**src/design/wchc_pkg.sv**
```systemverilog
// Package for the wire chamber hit centroid block: field widths, register
// indexes, reset values, sequencer states and the structs between modules.
// No dependencies.
package wchc_pkg;

    // Fixed field widths of the ports.
    localparam int CHANNEL_W = 8;
    localparam int CHARGE_W  = 16;
    localparam int TIME_W    = 32;
    localparam int POS_W     = 8;
    localparam int HITS_W    = 5;
    localparam int GAP_W     = 16;
    localparam int CFG_W     = 16;
    localparam int CFG_IDX_W = 2;

    // Defaults for the top-level parameters.
    localparam int DEF_MAX_AXIS_HITS = 10;
    localparam int DEF_CHARGE_BITS   = 16;
    localparam int DEF_TIME_BITS     = 32;

    // Configuration register indexes.
    localparam logic [CFG_IDX_W-1:0] REG_GAP_LIMIT = 2'd0;
    localparam logic [CFG_IDX_W-1:0] REG_Y_BASE    = 2'd1;
    localparam logic [CFG_IDX_W-1:0] REG_MIN_HITS  = 2'd2;
    localparam logic [CFG_IDX_W-1:0] REG_MAX_HITS  = 2'd3;

    // Configuration reset values.
    localparam logic [GAP_W-1:0]     GAP_LIMIT_RESET = 16'd80;
    localparam logic [CHANNEL_W-1:0] Y_BASE_RESET    = 8'd100;
    localparam logic [HITS_W-1:0]    MIN_HITS_RESET  = 5'd2;
    localparam logic [HITS_W-1:0]    MAX_HITS_RESET  = 5'd20;

    // Sequencer states.
    typedef enum logic [2:0] {
        ST_IDLE,
        ST_ADD,
        ST_CLOSE,
        ST_START_X,
        ST_WAIT_X,
        ST_START_Y,
        ST_WAIT_Y,
        ST_OUT
    } state_t;

    // Commands from the sequencer to the accumulator.
    typedef struct packed {
        logic load;
        logic add;
        logic close;
    } accum_ctrl_t;

    // Status from the accumulator to the sequencer.
    typedef struct packed {
        logic emit;
        logic close_hit;
    } accum_status_t;

endpackage

```
**src/design/wire_chamber_hit_centroid.sv**
```systemverilog
// Top level of the wire chamber hit centroid block: configuration registers,
// sequencer and output register. Uses wchc_accum and wchc_div, and wchc_pkg.
//
// Channel  Dir  Handshake             Payload
// in       in   in_valid / in_stall   channel, charge, hit_time, last_in_pulse
// out      out  out_valid / out_stall x_position, y_position, event_time
// cfg      in   cfg_write             cfg_index, cfg_data
//
// After a hit is accepted the sequencer passes its add and close states before
// the next hit can be taken. A hit that closes a cluster giving an event also
// runs the shared divider, which produces one quotient bit per cycle, first X
// then Y. Reset is asynchronous and clears all control state and the cluster.
// The input is stalled while a hit is in work; a stalled output beat holds
// its register, and the sequencer waits on it only when a new event is ready.
module wire_chamber_hit_centroid #(
    parameter int MAX_AXIS_HITS = wchc_pkg::DEF_MAX_AXIS_HITS,
    parameter int CHARGE_BITS   = wchc_pkg::DEF_CHARGE_BITS,
    parameter int TIME_BITS     = wchc_pkg::DEF_TIME_BITS
) (
    input  logic                           clk,
    input  logic                           rst_n,
    input  logic                           in_valid,
    output logic                           in_stall,
    input  logic [wchc_pkg::CHANNEL_W-1:0] channel,
    input  logic [wchc_pkg::CHARGE_W-1:0]  charge,
    input  logic [wchc_pkg::TIME_W-1:0]    hit_time,
    input  logic                           last_in_pulse,
    output logic                           out_valid,
    input  logic                           out_stall,
    output logic [wchc_pkg::POS_W-1:0]     x_position,
    output logic [wchc_pkg::POS_W-1:0]     y_position,
    output logic [wchc_pkg::TIME_W-1:0]    event_time,
    input  logic                           cfg_write,
    input  logic [wchc_pkg::CFG_IDX_W-1:0] cfg_index,
    input  logic [wchc_pkg::CFG_W-1:0]     cfg_data
);
    import wchc_pkg::*;

    localparam int Q_W    = (CHARGE_BITS < CHARGE_W) ? CHARGE_BITS : CHARGE_W;
    localparam int QSUM_W = Q_W + $clog2(MAX_AXIS_HITS + 1);
    localparam int WSUM_W = QSUM_W + CHANNEL_W;

    // Configuration registers.
    logic [GAP_W-1:0]     gap_limit_reg;
    logic [CHANNEL_W-1:0] y_base_reg;
    logic [HITS_W-1:0]    min_hits_reg;
    logic [HITS_W-1:0]    max_hits_reg;

    state_t state_reg, state_next;

    accum_ctrl_t   ctrl;
    accum_status_t status;

    logic [WSUM_W-1:0]    snap_xw, snap_yw;
    logic [QSUM_W-1:0]    snap_xq, snap_yq;
    logic [TIME_BITS-1:0] snap_time;

    logic              div_start;
    logic              div_sel_y;
    logic [WSUM_W-1:0] div_num;
    logic [QSUM_W-1:0] div_den;
    logic              div_busy;
    logic [POS_W-1:0]  div_quotient;

    logic              in_accept;
    logic              out_free;
    logic              out_load;
    logic              x_take;
    logic [POS_W-1:0]  x_pos_reg;

    logic              out_valid_reg, out_valid_next;
    logic [POS_W-1:0]  x_out_reg, y_out_reg;
    logic [TIME_W-1:0] t_out_reg;

    assign in_accept = in_valid && !in_stall;
    assign out_free  = !out_valid_reg || !out_stall;

    // Configuration writes.
    always_ff @(posedge clk or negedge rst_n)
    begin
        if (!rst_n)
        begin
            gap_limit_reg <= GAP_LIMIT_RESET;
            y_base_reg    <= Y_BASE_RESET;
            min_hits_reg  <= MIN_HITS_RESET;
            max_hits_reg  <= MAX_HITS_RESET;
        end
        else if (cfg_write)
        begin
            unique case (cfg_index)
                REG_GAP_LIMIT: gap_limit_reg <= cfg_data[GAP_W-1:0];
                REG_Y_BASE:    y_base_reg    <= cfg_data[CHANNEL_W-1:0];
                REG_MIN_HITS:  min_hits_reg  <= cfg_data[HITS_W-1:0];
                REG_MAX_HITS:  max_hits_reg  <= cfg_data[HITS_W-1:0];
            endcase
        end
    end

    // Sequencer next state.
    always_comb
    begin
        state_next = state_reg;
        unique case (state_reg)
            ST_IDLE:
            begin
                if (in_accept)
                begin
                    state_next = ST_ADD;
                end
            end
            ST_ADD:
            begin
                state_next = ST_CLOSE;
            end
            ST_CLOSE:
            begin
                state_next = (status.emit || status.close_hit) ? ST_START_X : ST_IDLE;
            end
            ST_START_X:
            begin
                state_next = ST_WAIT_X;
            end
            ST_WAIT_X:
            begin
                if (!div_busy)
                begin
                    state_next = ST_START_Y;
                end
            end
            ST_START_Y:
            begin
                state_next = ST_WAIT_Y;
            end
            ST_WAIT_Y:
            begin
                if (!div_busy)
                begin
                    state_next = ST_OUT;
                end
            end
            ST_OUT:
            begin
                if (out_free)
                begin
                    state_next = ST_IDLE;
                end
            end
            default:
            begin
                state_next = ST_IDLE;
            end
        endcase
    end

    // Sequencer outputs.
    always_comb
    begin
        ctrl       = '0;
        div_start  = 1'b0;
        div_sel_y  = 1'b0;
        x_take     = 1'b0;
        out_load   = 1'b0;
        in_stall   = 1'b1;
        unique case (state_reg)
            ST_IDLE:
            begin
                in_stall  = 1'b0;
                ctrl.load = in_valid;
            end
            ST_ADD:     ctrl.add = 1'b1;
            ST_CLOSE:   ctrl.close = 1'b1;
            ST_START_X: div_start = 1'b1;
            ST_WAIT_X:  x_take = !div_busy;
            ST_START_Y:
            begin
                div_start = 1'b1;
                div_sel_y = 1'b1;
            end
            ST_WAIT_Y:  div_sel_y = 1'b1;
            ST_OUT:     out_load = out_free;
            default:    in_stall = 1'b1;
        endcase
    end

    always_ff @(posedge clk or negedge rst_n)
    begin
        if (!rst_n)
        begin
            state_reg <= ST_IDLE;
        end
        else
        begin
            state_reg <= state_next;
        end
    end

    // Divider operands: X sums first, then Y sums.
    assign div_num = div_sel_y ? snap_yw : snap_xw;
    assign div_den = div_sel_y ? snap_yq : snap_xq;

    wchc_accum #(
        .MAX_AXIS_HITS (MAX_AXIS_HITS),
        .CHARGE_BITS   (CHARGE_BITS),
        .TIME_BITS     (TIME_BITS),
        .QSUM_W        (QSUM_W),
        .WSUM_W        (WSUM_W)
    ) u_accum (
        .clk           (clk),
        .rst_n         (rst_n),
        .ctrl          (ctrl),
        .channel       (channel),
        .charge        (charge),
        .hit_time      (hit_time),
        .last_in_pulse (last_in_pulse),
        .gap_limit     (gap_limit_reg),
        .y_base        (y_base_reg),
        .min_hits      (min_hits_reg),
        .max_hits      (max_hits_reg),
        .status        (status),
        .snap_xw       (snap_xw),
        .snap_xq       (snap_xq),
        .snap_yw       (snap_yw),
        .snap_yq       (snap_yq),
        .snap_time     (snap_time)
    );

    wchc_div #(
        .NUM_W (WSUM_W),
        .DEN_W (QSUM_W)
    ) u_div (
        .clk      (clk),
        .rst_n    (rst_n),
        .start    (div_start),
        .num      (div_num),
        .den      (div_den),
        .busy     (div_busy),
        .quotient (div_quotient)
    );

    // Output beat register.
    always_comb
    begin
        out_valid_next = out_valid_reg;
        if (out_load)
        begin
            out_valid_next = 1'b1;
        end
        else if (out_valid_reg && !out_stall)
        begin
            out_valid_next = 1'b0;
        end
    end

    always_ff @(posedge clk or negedge rst_n)
    begin
        if (!rst_n)
        begin
            out_valid_reg <= 1'b0;
        end
        else
        begin
            out_valid_reg <= out_valid_next;
        end
    end

    always_ff @(posedge clk)
    begin
        if (x_take)
        begin
            x_pos_reg <= div_quotient;
        end
        if (out_load)
        begin
            x_out_reg <= x_pos_reg;
            y_out_reg <= div_quotient;
            t_out_reg <= TIME_W'(snap_time);
        end
    end

    assign out_valid  = out_valid_reg;
    assign x_position = x_out_reg;
    assign y_position = y_out_reg;
    assign event_time = t_out_reg;

    // A new output beat appears only from the output state.
    a_out_from_seq: assert property (@(posedge clk) disable iff (!rst_n)
        $rose(out_valid_reg) |-> $past(state_reg) == ST_OUT)
        else $error("output beat raised outside the output state");

    // The divider is never restarted while it is still iterating.
    a_div_free: assert property (@(posedge clk) disable iff (!rst_n)
        div_start |-> !div_busy)
        else $error("divider started while busy");

    // An accepted hit is always added in the following cycle.
    a_hit_added: assert property (@(posedge clk) disable iff (!rst_n)
        in_accept |=> state_reg == ST_ADD)
        else $error("accepted hit not added");

endmodule

```
**src/design/wchc_div.sv**
```systemverilog
// Shared restoring divider for the centroid positions, one quotient bit
// per cycle. The quotient is known to fit in POS_W bits.
// Depends on wchc_pkg.
module wchc_div #(
    parameter int NUM_W = 28,
    parameter int DEN_W = 20
) (
    input  logic                     clk,
    input  logic                     rst_n,
    input  logic                     start,
    input  logic [NUM_W-1:0]         num,
    input  logic [DEN_W-1:0]         den,
    output logic                     busy,
    output logic [wchc_pkg::POS_W-1:0] quotient
);
    import wchc_pkg::*;

    localparam int SH_W   = DEN_W + POS_W - 1;
    localparam int W      = (NUM_W > SH_W) ? NUM_W : SH_W;
    localparam int STEP_W = (POS_W > 1) ? $clog2(POS_W) : 1;

    logic              busy_reg, busy_next;
    logic [STEP_W-1:0] step_reg, step_next;
    logic [W-1:0]      rem_reg, rem_next;
    logic [W-1:0]      dsh_reg, dsh_next;
    logic [POS_W-1:0]  quo_reg, quo_next;
    logic              fits;

    // One compare and subtract against the shifted divisor per cycle.
    always_comb
    begin
        fits      = (rem_reg >= dsh_reg);
        busy_next = busy_reg;
        step_next = step_reg;
        rem_next  = rem_reg;
        dsh_next  = dsh_reg;
        quo_next  = quo_reg;
        if (start)
        begin
            busy_next = 1'b1;
            step_next = STEP_W'(POS_W - 1);
            rem_next  = W'(num);
            dsh_next  = W'(den) << (POS_W - 1);
            quo_next  = '0;
        end
        else if (busy_reg)
        begin
            if (fits)
            begin
                rem_next = rem_reg - dsh_reg;
            end
            quo_next = {quo_reg[POS_W-2:0], fits};
            dsh_next = dsh_reg >> 1;
            if (step_reg == '0)
            begin
                busy_next = 1'b0;
            end
            else
            begin
                step_next = step_reg - 1'b1;
            end
        end
    end

    // Control registers.
    always_ff @(posedge clk or negedge rst_n)
    begin
        if (!rst_n)
        begin
            busy_reg <= 1'b0;
            step_reg <= '0;
        end
        else
        begin
            busy_reg <= busy_next;
            step_reg <= step_next;
        end
    end

    // Datapath registers.
    always_ff @(posedge clk)
    begin
        rem_reg <= rem_next;
        dsh_reg <= dsh_next;
        quo_reg <= quo_next;
    end

    assign busy     = busy_reg;
    assign quotient = quo_reg;

endmodule

```
**src/design/wchc_accum.sv**
```systemverilog
// Cluster accumulator: holds the hit in work, the open cluster's per-axis
// counts and sums, and the snapshot of a closed cluster that gives an event.
// Depends on wchc_pkg.
module wchc_accum #(
    parameter int MAX_AXIS_HITS = 10,
    parameter int CHARGE_BITS   = 16,
    parameter int TIME_BITS     = 32,
    parameter int QSUM_W        = 20,
    parameter int WSUM_W        = 28
) (
    input  logic                          clk,
    input  logic                          rst_n,
    input  wchc_pkg::accum_ctrl_t         ctrl,
    input  logic [wchc_pkg::CHANNEL_W-1:0] channel,
    input  logic [wchc_pkg::CHARGE_W-1:0] charge,
    input  logic [wchc_pkg::TIME_W-1:0]   hit_time,
    input  logic                          last_in_pulse,
    input  logic [wchc_pkg::GAP_W-1:0]    gap_limit,
    input  logic [wchc_pkg::CHANNEL_W-1:0] y_base,
    input  logic [wchc_pkg::HITS_W-1:0]   min_hits,
    input  logic [wchc_pkg::HITS_W-1:0]   max_hits,
    output wchc_pkg::accum_status_t       status,
    output logic [WSUM_W-1:0]             snap_xw,
    output logic [QSUM_W-1:0]             snap_xq,
    output logic [WSUM_W-1:0]             snap_yw,
    output logic [QSUM_W-1:0]             snap_yq,
    output logic [TIME_BITS-1:0]          snap_time
);
    import wchc_pkg::*;

    localparam int Q_W    = (CHARGE_BITS < CHARGE_W) ? CHARGE_BITS : CHARGE_W;
    localparam int T_W    = TIME_BITS;
    localparam int D_W    = (T_W > GAP_W) ? T_W : GAP_W;
    localparam int PROD_W = CHANNEL_W + Q_W;
    localparam int AC_W   = $clog2(MAX_AXIS_HITS + 2);
    localparam int TC_W   = $clog2(2 * MAX_AXIS_HITS + 2);
    localparam int CMP_W  = (TC_W > HITS_W) ? TC_W : HITS_W;
    localparam logic [AC_W-1:0] AXIS_MAX = AC_W'(MAX_AXIS_HITS);
    localparam logic [AC_W-1:0] AXIS_SAT = AC_W'(MAX_AXIS_HITS + 1);
    localparam logic [TC_W-1:0] TOTAL_SAT = TC_W'(2 * MAX_AXIS_HITS + 1);

    // Hit in work.
    logic [CHANNEL_W-1:0] ch_reg;
    logic [Q_W-1:0]       q_reg;
    logic [T_W-1:0]       t_reg;
    logic                 last_reg;

    // Cluster state.
    logic              open_reg, open_next;
    logic [T_W-1:0]    ltime_reg, ltime_next;
    logic [TC_W-1:0]   total_reg, total_next;
    logic [AC_W-1:0]   xcnt_reg, xcnt_next;
    logic [AC_W-1:0]   ycnt_reg, ycnt_next;
    logic [WSUM_W-1:0] xw_reg, xw_next;
    logic [QSUM_W-1:0] xq_reg, xq_next;
    logic [WSUM_W-1:0] yw_reg, yw_next;
    logic [QSUM_W-1:0] yq_reg, yq_next;
    logic              emit_reg, emit_next;
    logic              snap_take;

    logic [T_W-1:0]       diff;
    logic                 gap;
    logic                 cur_valid;
    logic                 keep;
    logic                 is_x;
    logic [CHANNEL_W-1:0] pos;
    logic [PROD_W-1:0]    prod;
    logic [TC_W-1:0]      base_total;
    logic [AC_W-1:0]      base_x, base_y;
    logic [WSUM_W-1:0]    base_xw, base_yw;
    logic [QSUM_W-1:0]    base_xq, base_yq;
    logic [CMP_W-1:0]     tot_c;

    // Whether the open cluster, as it stands, qualifies for an event.
    always_comb
    begin
        tot_c     = CMP_W'(total_reg);
        cur_valid = (tot_c >= CMP_W'(min_hits)) && (tot_c <= CMP_W'(max_hits)) &&
                    (xcnt_reg != '0) && (xcnt_reg <= AXIS_MAX) &&
                    (ycnt_reg != '0) && (ycnt_reg <= AXIS_MAX) &&
                    (xq_reg != '0) && (yq_reg != '0);
    end

    // Gap test, hit position and its charge-weighted term.
    always_comb
    begin
        diff = (t_reg >= ltime_reg) ? (t_reg - ltime_reg) : (ltime_reg - t_reg);
        gap  = open_reg && (D_W'(diff) >= D_W'(gap_limit));
        keep = open_reg && !gap;
        is_x = (ch_reg < y_base);
        pos  = is_x ? ch_reg : (ch_reg - y_base);
        prod = PROD_W'(pos) * PROD_W'(q_reg);
    end

    // Next cluster state for the add and close steps.
    always_comb
    begin
        open_next  = open_reg;
        ltime_next = ltime_reg;
        total_next = total_reg;
        xcnt_next  = xcnt_reg;
        ycnt_next  = ycnt_reg;
        xw_next    = xw_reg;
        xq_next    = xq_reg;
        yw_next    = yw_reg;
        yq_next    = yq_reg;
        emit_next  = emit_reg;
        snap_take  = 1'b0;

        base_total = keep ? total_reg : '0;
        base_x     = keep ? xcnt_reg : '0;
        base_y     = keep ? ycnt_reg : '0;
        base_xw    = keep ? xw_reg : '0;
        base_xq    = keep ? xq_reg : '0;
        base_yw    = keep ? yw_reg : '0;
        base_yq    = keep ? yq_reg : '0;

        status.emit      = emit_reg;
        status.close_hit = ctrl.close && last_reg && cur_valid && !emit_reg;

        if (ctrl.add)
        begin
            // A gap closes the old cluster first; then the hit is added.
            emit_next = gap && cur_valid;
            snap_take = gap && cur_valid;
            total_next = (base_total < TOTAL_SAT) ? base_total + 1'b1 : base_total;
            xcnt_next = base_x;
            ycnt_next = base_y;
            xw_next   = base_xw;
            xq_next   = base_xq;
            yw_next   = base_yw;
            yq_next   = base_yq;
            if (is_x)
            begin
                if (base_x < AXIS_MAX)
                begin
                    xw_next   = base_xw + WSUM_W'(prod);
                    xq_next   = base_xq + QSUM_W'(q_reg);
                    xcnt_next = base_x + 1'b1;
                end
                else
                begin
                    xcnt_next = AXIS_SAT;
                end
            end
            else
            begin
                if (base_y < AXIS_MAX)
                begin
                    yw_next   = base_yw + WSUM_W'(prod);
                    yq_next   = base_yq + QSUM_W'(q_reg);
                    ycnt_next = base_y + 1'b1;
                end
                else
                begin
                    ycnt_next = AXIS_SAT;
                end
            end
            ltime_next = t_reg;
            open_next  = 1'b1;
        end
        else if (ctrl.close && last_reg)
        begin
            // The last hit of the pulse closes its cluster.
            if (status.close_hit)
            begin
                emit_next = 1'b1;
                snap_take = 1'b1;
            end
            total_next = '0;
            xcnt_next  = '0;
            ycnt_next  = '0;
            xw_next    = '0;
            xq_next    = '0;
            yw_next    = '0;
            yq_next    = '0;
            open_next  = 1'b0;
        end
    end

    // Cluster state registers.
    always_ff @(posedge clk or negedge rst_n)
    begin
        if (!rst_n)
        begin
            open_reg  <= 1'b0;
            ltime_reg <= '0;
            total_reg <= '0;
            xcnt_reg  <= '0;
            ycnt_reg  <= '0;
            xw_reg    <= '0;
            xq_reg    <= '0;
            yw_reg    <= '0;
            yq_reg    <= '0;
            emit_reg  <= 1'b0;
        end
        else
        begin
            open_reg  <= open_next;
            ltime_reg <= ltime_next;
            total_reg <= total_next;
            xcnt_reg  <= xcnt_next;
            ycnt_reg  <= ycnt_next;
            xw_reg    <= xw_next;
            xq_reg    <= xq_next;
            yw_reg    <= yw_next;
            yq_reg    <= yq_next;
            emit_reg  <= emit_next;
        end
    end

    // Hit capture and closed-cluster snapshot.
    always_ff @(posedge clk)
    begin
        if (ctrl.load)
        begin
            ch_reg   <= channel;
            q_reg    <= charge[Q_W-1:0];
            t_reg    <= hit_time[T_W-1:0];
            last_reg <= last_in_pulse;
        end
        if (snap_take)
        begin
            snap_xw   <= xw_reg;
            snap_xq   <= xq_reg;
            snap_yw   <= yw_reg;
            snap_yq   <= yq_reg;
            snap_time <= ltime_reg;
        end
    end

endmodule
```
**config.mk**
```make
export PLATFORM = sky130hd
export DESIGN_NAME = wire_chamber_hit_centroid
export DESIGN_NICKNAME = d
export VERILOG_FILES = /design/src/design/wchc_pkg.sv /design/src/design/wire_chamber_hit_centroid.sv /design/src/design/wchc_div.sv /design/src/design/wchc_accum.sv
export SDC_FILE = /design/constraint.sdc
export NUM_CORES = 2
export LEC_CHECK = 0
export ABC_AREA = 0
export BUFFER_PORTS_ARGS = -buffer_cell sky130_fd_sc_hd__clkbuf_2
export CAP_MARGIN = 40
export CORE_ASPECT_RATIO = 1.4
export CORE_MARGIN = 4
export CORE_UTILIZATION = 62
export DETAILED_ROUTE_END_ITERATION = 8
export PLACE_DENSITY = 0.8
export SLEW_MARGIN = 25
export SYNTH_ARGS = -nofsm -noshare
export SYNTH_HDL_FRONTEND = slang
export SYNTH_SLANG_ARGS = --single-unit
export TNS_END_PERCENT = 50
```
**constraint.sdc**
```tcl
create_clock -name clk -period 13.1 [get_ports clk]
set_input_delay 1.965 -clock clk [delete_from_list [all_inputs] [get_ports clk]]
set_output_delay 1.965 -clock clk [all_outputs]
set_load 0.05 [all_outputs]
```
==> flow_metrics.py <==
metrics = {
    "die": {
        "dieArea_um2": 54800,
        "core_area_um2": 50400,
        "die_y_um": 275,
        "rows": 97,
        "die_x_um": 199,
        "pin_count": 130,
        "initial_utilization": 0.629,
    },
    "placement": {
        "detailed_placement_wirelength_estimate_mm": 61.4,
        "port_buffers": 129,
        "post-place-cells": 3778,
        "gp_routability_congestion": 1.06,
    },
    "timing": {
        "max_slew_margin": 0.400,
        "setup_total_negative_slack_ns": 0,
        "drv_slew": 0,
        "number_of_setup_violations_in_the_final_report": 0,
        "final_hold_viol_count": 0,
        "least_margin_pin_slew_ns": 0.891,
        "grt_setup_unrepaired": "no",
        "fmaxAchievable_mhz": 97.8,
        "period_minus_slack_ns": 10.22,
        "finClkSkew_ns": 0.0379,
        "timing.final.crit_share": 0.780,
    },
    "cts": {
        "number_of_levels_in_the_clock_h_tree": 2,
        "clock_latency_of_the_later_clocked_register_in_the_worst_skew_pair_ns": 0.62,
        "cts.root.buffer_cell": "sky130_fd_sc_hd__clkbuf_16",
        "cts_hold_buf": 0,
        "postCtsResizedCells": 0,
        "cts_tree": "done",
        "cts_buffers": 48,
        "clk_pin_slew_worst_paths_ns": 0.06,
        "cts_num_sinks": 489,
        "post_cts_buffers": 0,
        "cts-root-to-sink-buffers": 3,
    },
    "layout": {
        "design.final.nets": 3611,
        "n_antenna_cell": 0,
        "syn2layout_area_growth_pct": 9.52,
        "drive_gt1_frac": 0.0958,
        "most_frequent_cells_in_the_layout": "sky130_fd_sc_hd__inv_1, sky130_fd_sc_hd__edfxtp_1, sky130_fd_sc_hd__ha_1, sky130_fd_sc_hd__nand2_1, sky130_fd_sc_hd__o21ai_0",
        "fill_cells": 3746,
        "final_cell_count_no_fill": 3868,
    },
    "synth": {
        "postSynthAreaPerCell_um2": 10.3,
        "synth_nets": 3508,
        "synth_seq_area_share": 0.430,
        "muxShareOfSynthArea": 0.0294,
        "synth-adder-area-share": 0.158,
        "syn_area_um2": 31700,
        "synth-edff-count": 289,
        "synth_simple_gate_area_share": 0.137,
        "combinational_family_with_the_most_area_after_synthesis": "adder cells",
        "postSynth.asyncResetShare": 0.378,
        "postSynth.topFlopCell": "sky130_fd_sc_hd__edfxtp_1",
        "yosys_register_bits": 489,
        "synthesis_warning_total": 0,
        "area_fraction_in_compound_gates_after_synthesis": 0.157,
        "netlist_instances": 3082,
        "post_synth_xor_area_fraction": 0.0384,
        "post_synth_num_cell_types": 89,
    },
    "drt": {
        "num_vias": 23600,
        "average_wire_per_standard_cell_um": 20.9,
        "detail_route.first_pass.iterations": 6,
        "wl_mm": 80.9,
        "ant_nets": 0,
        "viasPerCell": 6.09,
        "route.detailed.drc": 0,
        "drt_first_iter_violations": 1402,
    },
    "status": {
        "run_status": "complete, no violations",
    },
    "grt": {
        "initial_antenna_violation_count": 0,
        "first_pass_grt_wire_length_mm": 129,
        "grt.overflow.total": 0,
        "grt_pass1_vias": 24600,
        "largest_net_degree_at_the_start_of_global_routing": 82,
        "grt.total_usage": 0.297,
    },
    "setup_path": {
        "crit_fanout": 16,
        "crit_arrival_ns": 10.77,
        "setup.worst_path.start_class": "flop",
        "timing.critical_path.slowest_cell_delay_ns": 0.55,
        "timing.critical_path.to_type": "flop",
        "critPathSlowestCell": "sky130_fd_sc_hd__a21oi_2",
        "timing_worst_setup_path_type": "flop to flop",
        "worst_ep_required_time_ns": 13.65,
    },
    "min_path": {
        "hold_class": "flop to flop",
    },
    "flow_run": {
        "timing.max_cap.violations": 0,
    },
}
## path summary, 6_finish.rpt
check | cells past startpoint | slack (ns) | end | from
setup / recovery | 41 | 2.88 | u_accum.xw_reg[27]$_DFFE_PN0P_ | u_accum.ch_reg[0]$_DFFE_PP_
hold / removal | 0 | 0.42 | x_position[3]$_DFFE_PP_ | x_pos_reg[3]$_DFFE_PP_
setup reg to reg | 41 | 2.88 | u_accum.xw_reg[27]$_DFFE_PN0P_ | u_accum.ch_reg[0]$_DFFE_PP_
hold reg to reg | 0 | 0.42 | x_position[3]$_DFFE_PP_ | x_pos_reg[3]$_DFFE_PP_
max in group asynchronous | 3 | 10.49 | u_accum.xw_reg[5]$_DFFE_PN0P_ | rst_n
min in group asynchronous | 1 | 1.40 | u_accum.xcnt_reg[0]$_DFFE_PN0P_ | rst_n
## cell usage after synthesis (17+ instances only)
cell type                  count  area (um^2)
sky130_fd_sc_hd__xnor2_1      91          797
sky130_fd_sc_hd__buf_2        35          175
sky130_fd_sc_hd__nand4_1      31          194
sky130_fd_sc_hd__ha_1        254         3180
sky130_fd_sc_hd__inv_1       289         1080
sky130_fd_sc_hd__clkbuf_1     63          236
sky130_fd_sc_hd__o21bai_1     20          150
sky130_fd_sc_hd__a211oi_1     18          135
sky130_fd_sc_hd__mux2_2       25          282
sky130_fd_sc_hd__nor4_1       18          113
sky130_fd_sc_hd__nor2_1      164          616
sky130_fd_sc_hd__a21oi_1     182          911
sky130_fd_sc_hd__edfxtp_1    289         8680
sky130_fd_sc_hd__dfrtp_1     177         4430
sky130_fd_sc_hd__or3_1        17          106
sky130_fd_sc_hd__xor2_1       48          420
sky130_fd_sc_hd__o21a_1       28          210
sky130_fd_sc_hd__o211ai_1     20          150
sky130_fd_sc_hd__nor3_1       42          210
sky130_fd_sc_hd__a21o_1       69          518
sky130_fd_sc_hd__fa_1         92         1840
sky130_fd_sc_hd__mux2i_1      65          651
sky130_fd_sc_hd__nand2b_1     18          113
sky130_fd_sc_hd__nand3_1      62          310
sky130_fd_sc_hd__o21ai_0     201         1010
sky130_fd_sc_hd__and2_1      185         1160
sky130_fd_sc_hd__nor2b_1      29          181
sky130_fd_sc_hd__a22o_1       77          674
sky130_fd_sc_hd__and3_1       21          131
sky130_fd_sc_hd__nand2_1     232          871
## stage by stage
| stage | util | instance area [um^2] | setup WS, ns | hold WS, ns |
|---|---|---|---|---|
| 6_report | 0.689 | 34700 | 2.88 | 0.419 |
| 5_1_grt | 0.689 | 34700 | 2.02 | 0.427 |
| 4_1_cts | 0.689 | 34700 | 2.93 | 0.420 |
| 3_5_place_dp | 0.656 | 33000 | 2.93 | 0.405 |
| 3_3_place_gp | 0.654 | 32900 | 2.90 | 0.402 |
| 2_1_floorplan | - | 31700 | 2.73 | 0.400 |
## cell families after synthesis
logic type                 count (synthesis)
adders and majority gates                346
and+or+nand+nor                          857
buffers and inverters                    402
DFF                                      489
AOI/OAI and AO/OA                        759
muxes                                     90
xor gates and xnor gates                 139
## per-layer routing
layer	GRT usage	share of wire	routed length, um
met2	0.540	0.52	42000
met4	0.134	0.052	4200
met1	0.350	0.39	31700
met3	0.0374	0.038	3070
met5	0	0	0
## critical path: cells and delay by family, from the launching register on
kind | cells | cell delay, ns
AO/OA/AOI/OAI | 18 | 4.14
XOR/XNOR | 1 | 0.22
adder cells (fa/ha/maj) | 8 | 2.96
buffers and inverters | 5 | 0.29
flip-flops | 1 | 0.35
multiplexers | 1 | 0.14
AND/OR/NAND/NOR | 8 | 2.06
## area by class of cell
class	instances	area, um^2	share of cell area
clock buffers	57	1240	0.0359
clock inverters	33	432	0.0124
inverters	289	1080	0.0313
multi-input cells	2191	16500	0.477
flip-flops and latches	489	13600	0.392
well taps	643	805	0.0232
repair buffers	166	977	0.0282
Power is left out: the tool's default activity adds up to more than one toggle a clock period on the data nets, which glitch-free logic cannot reach.
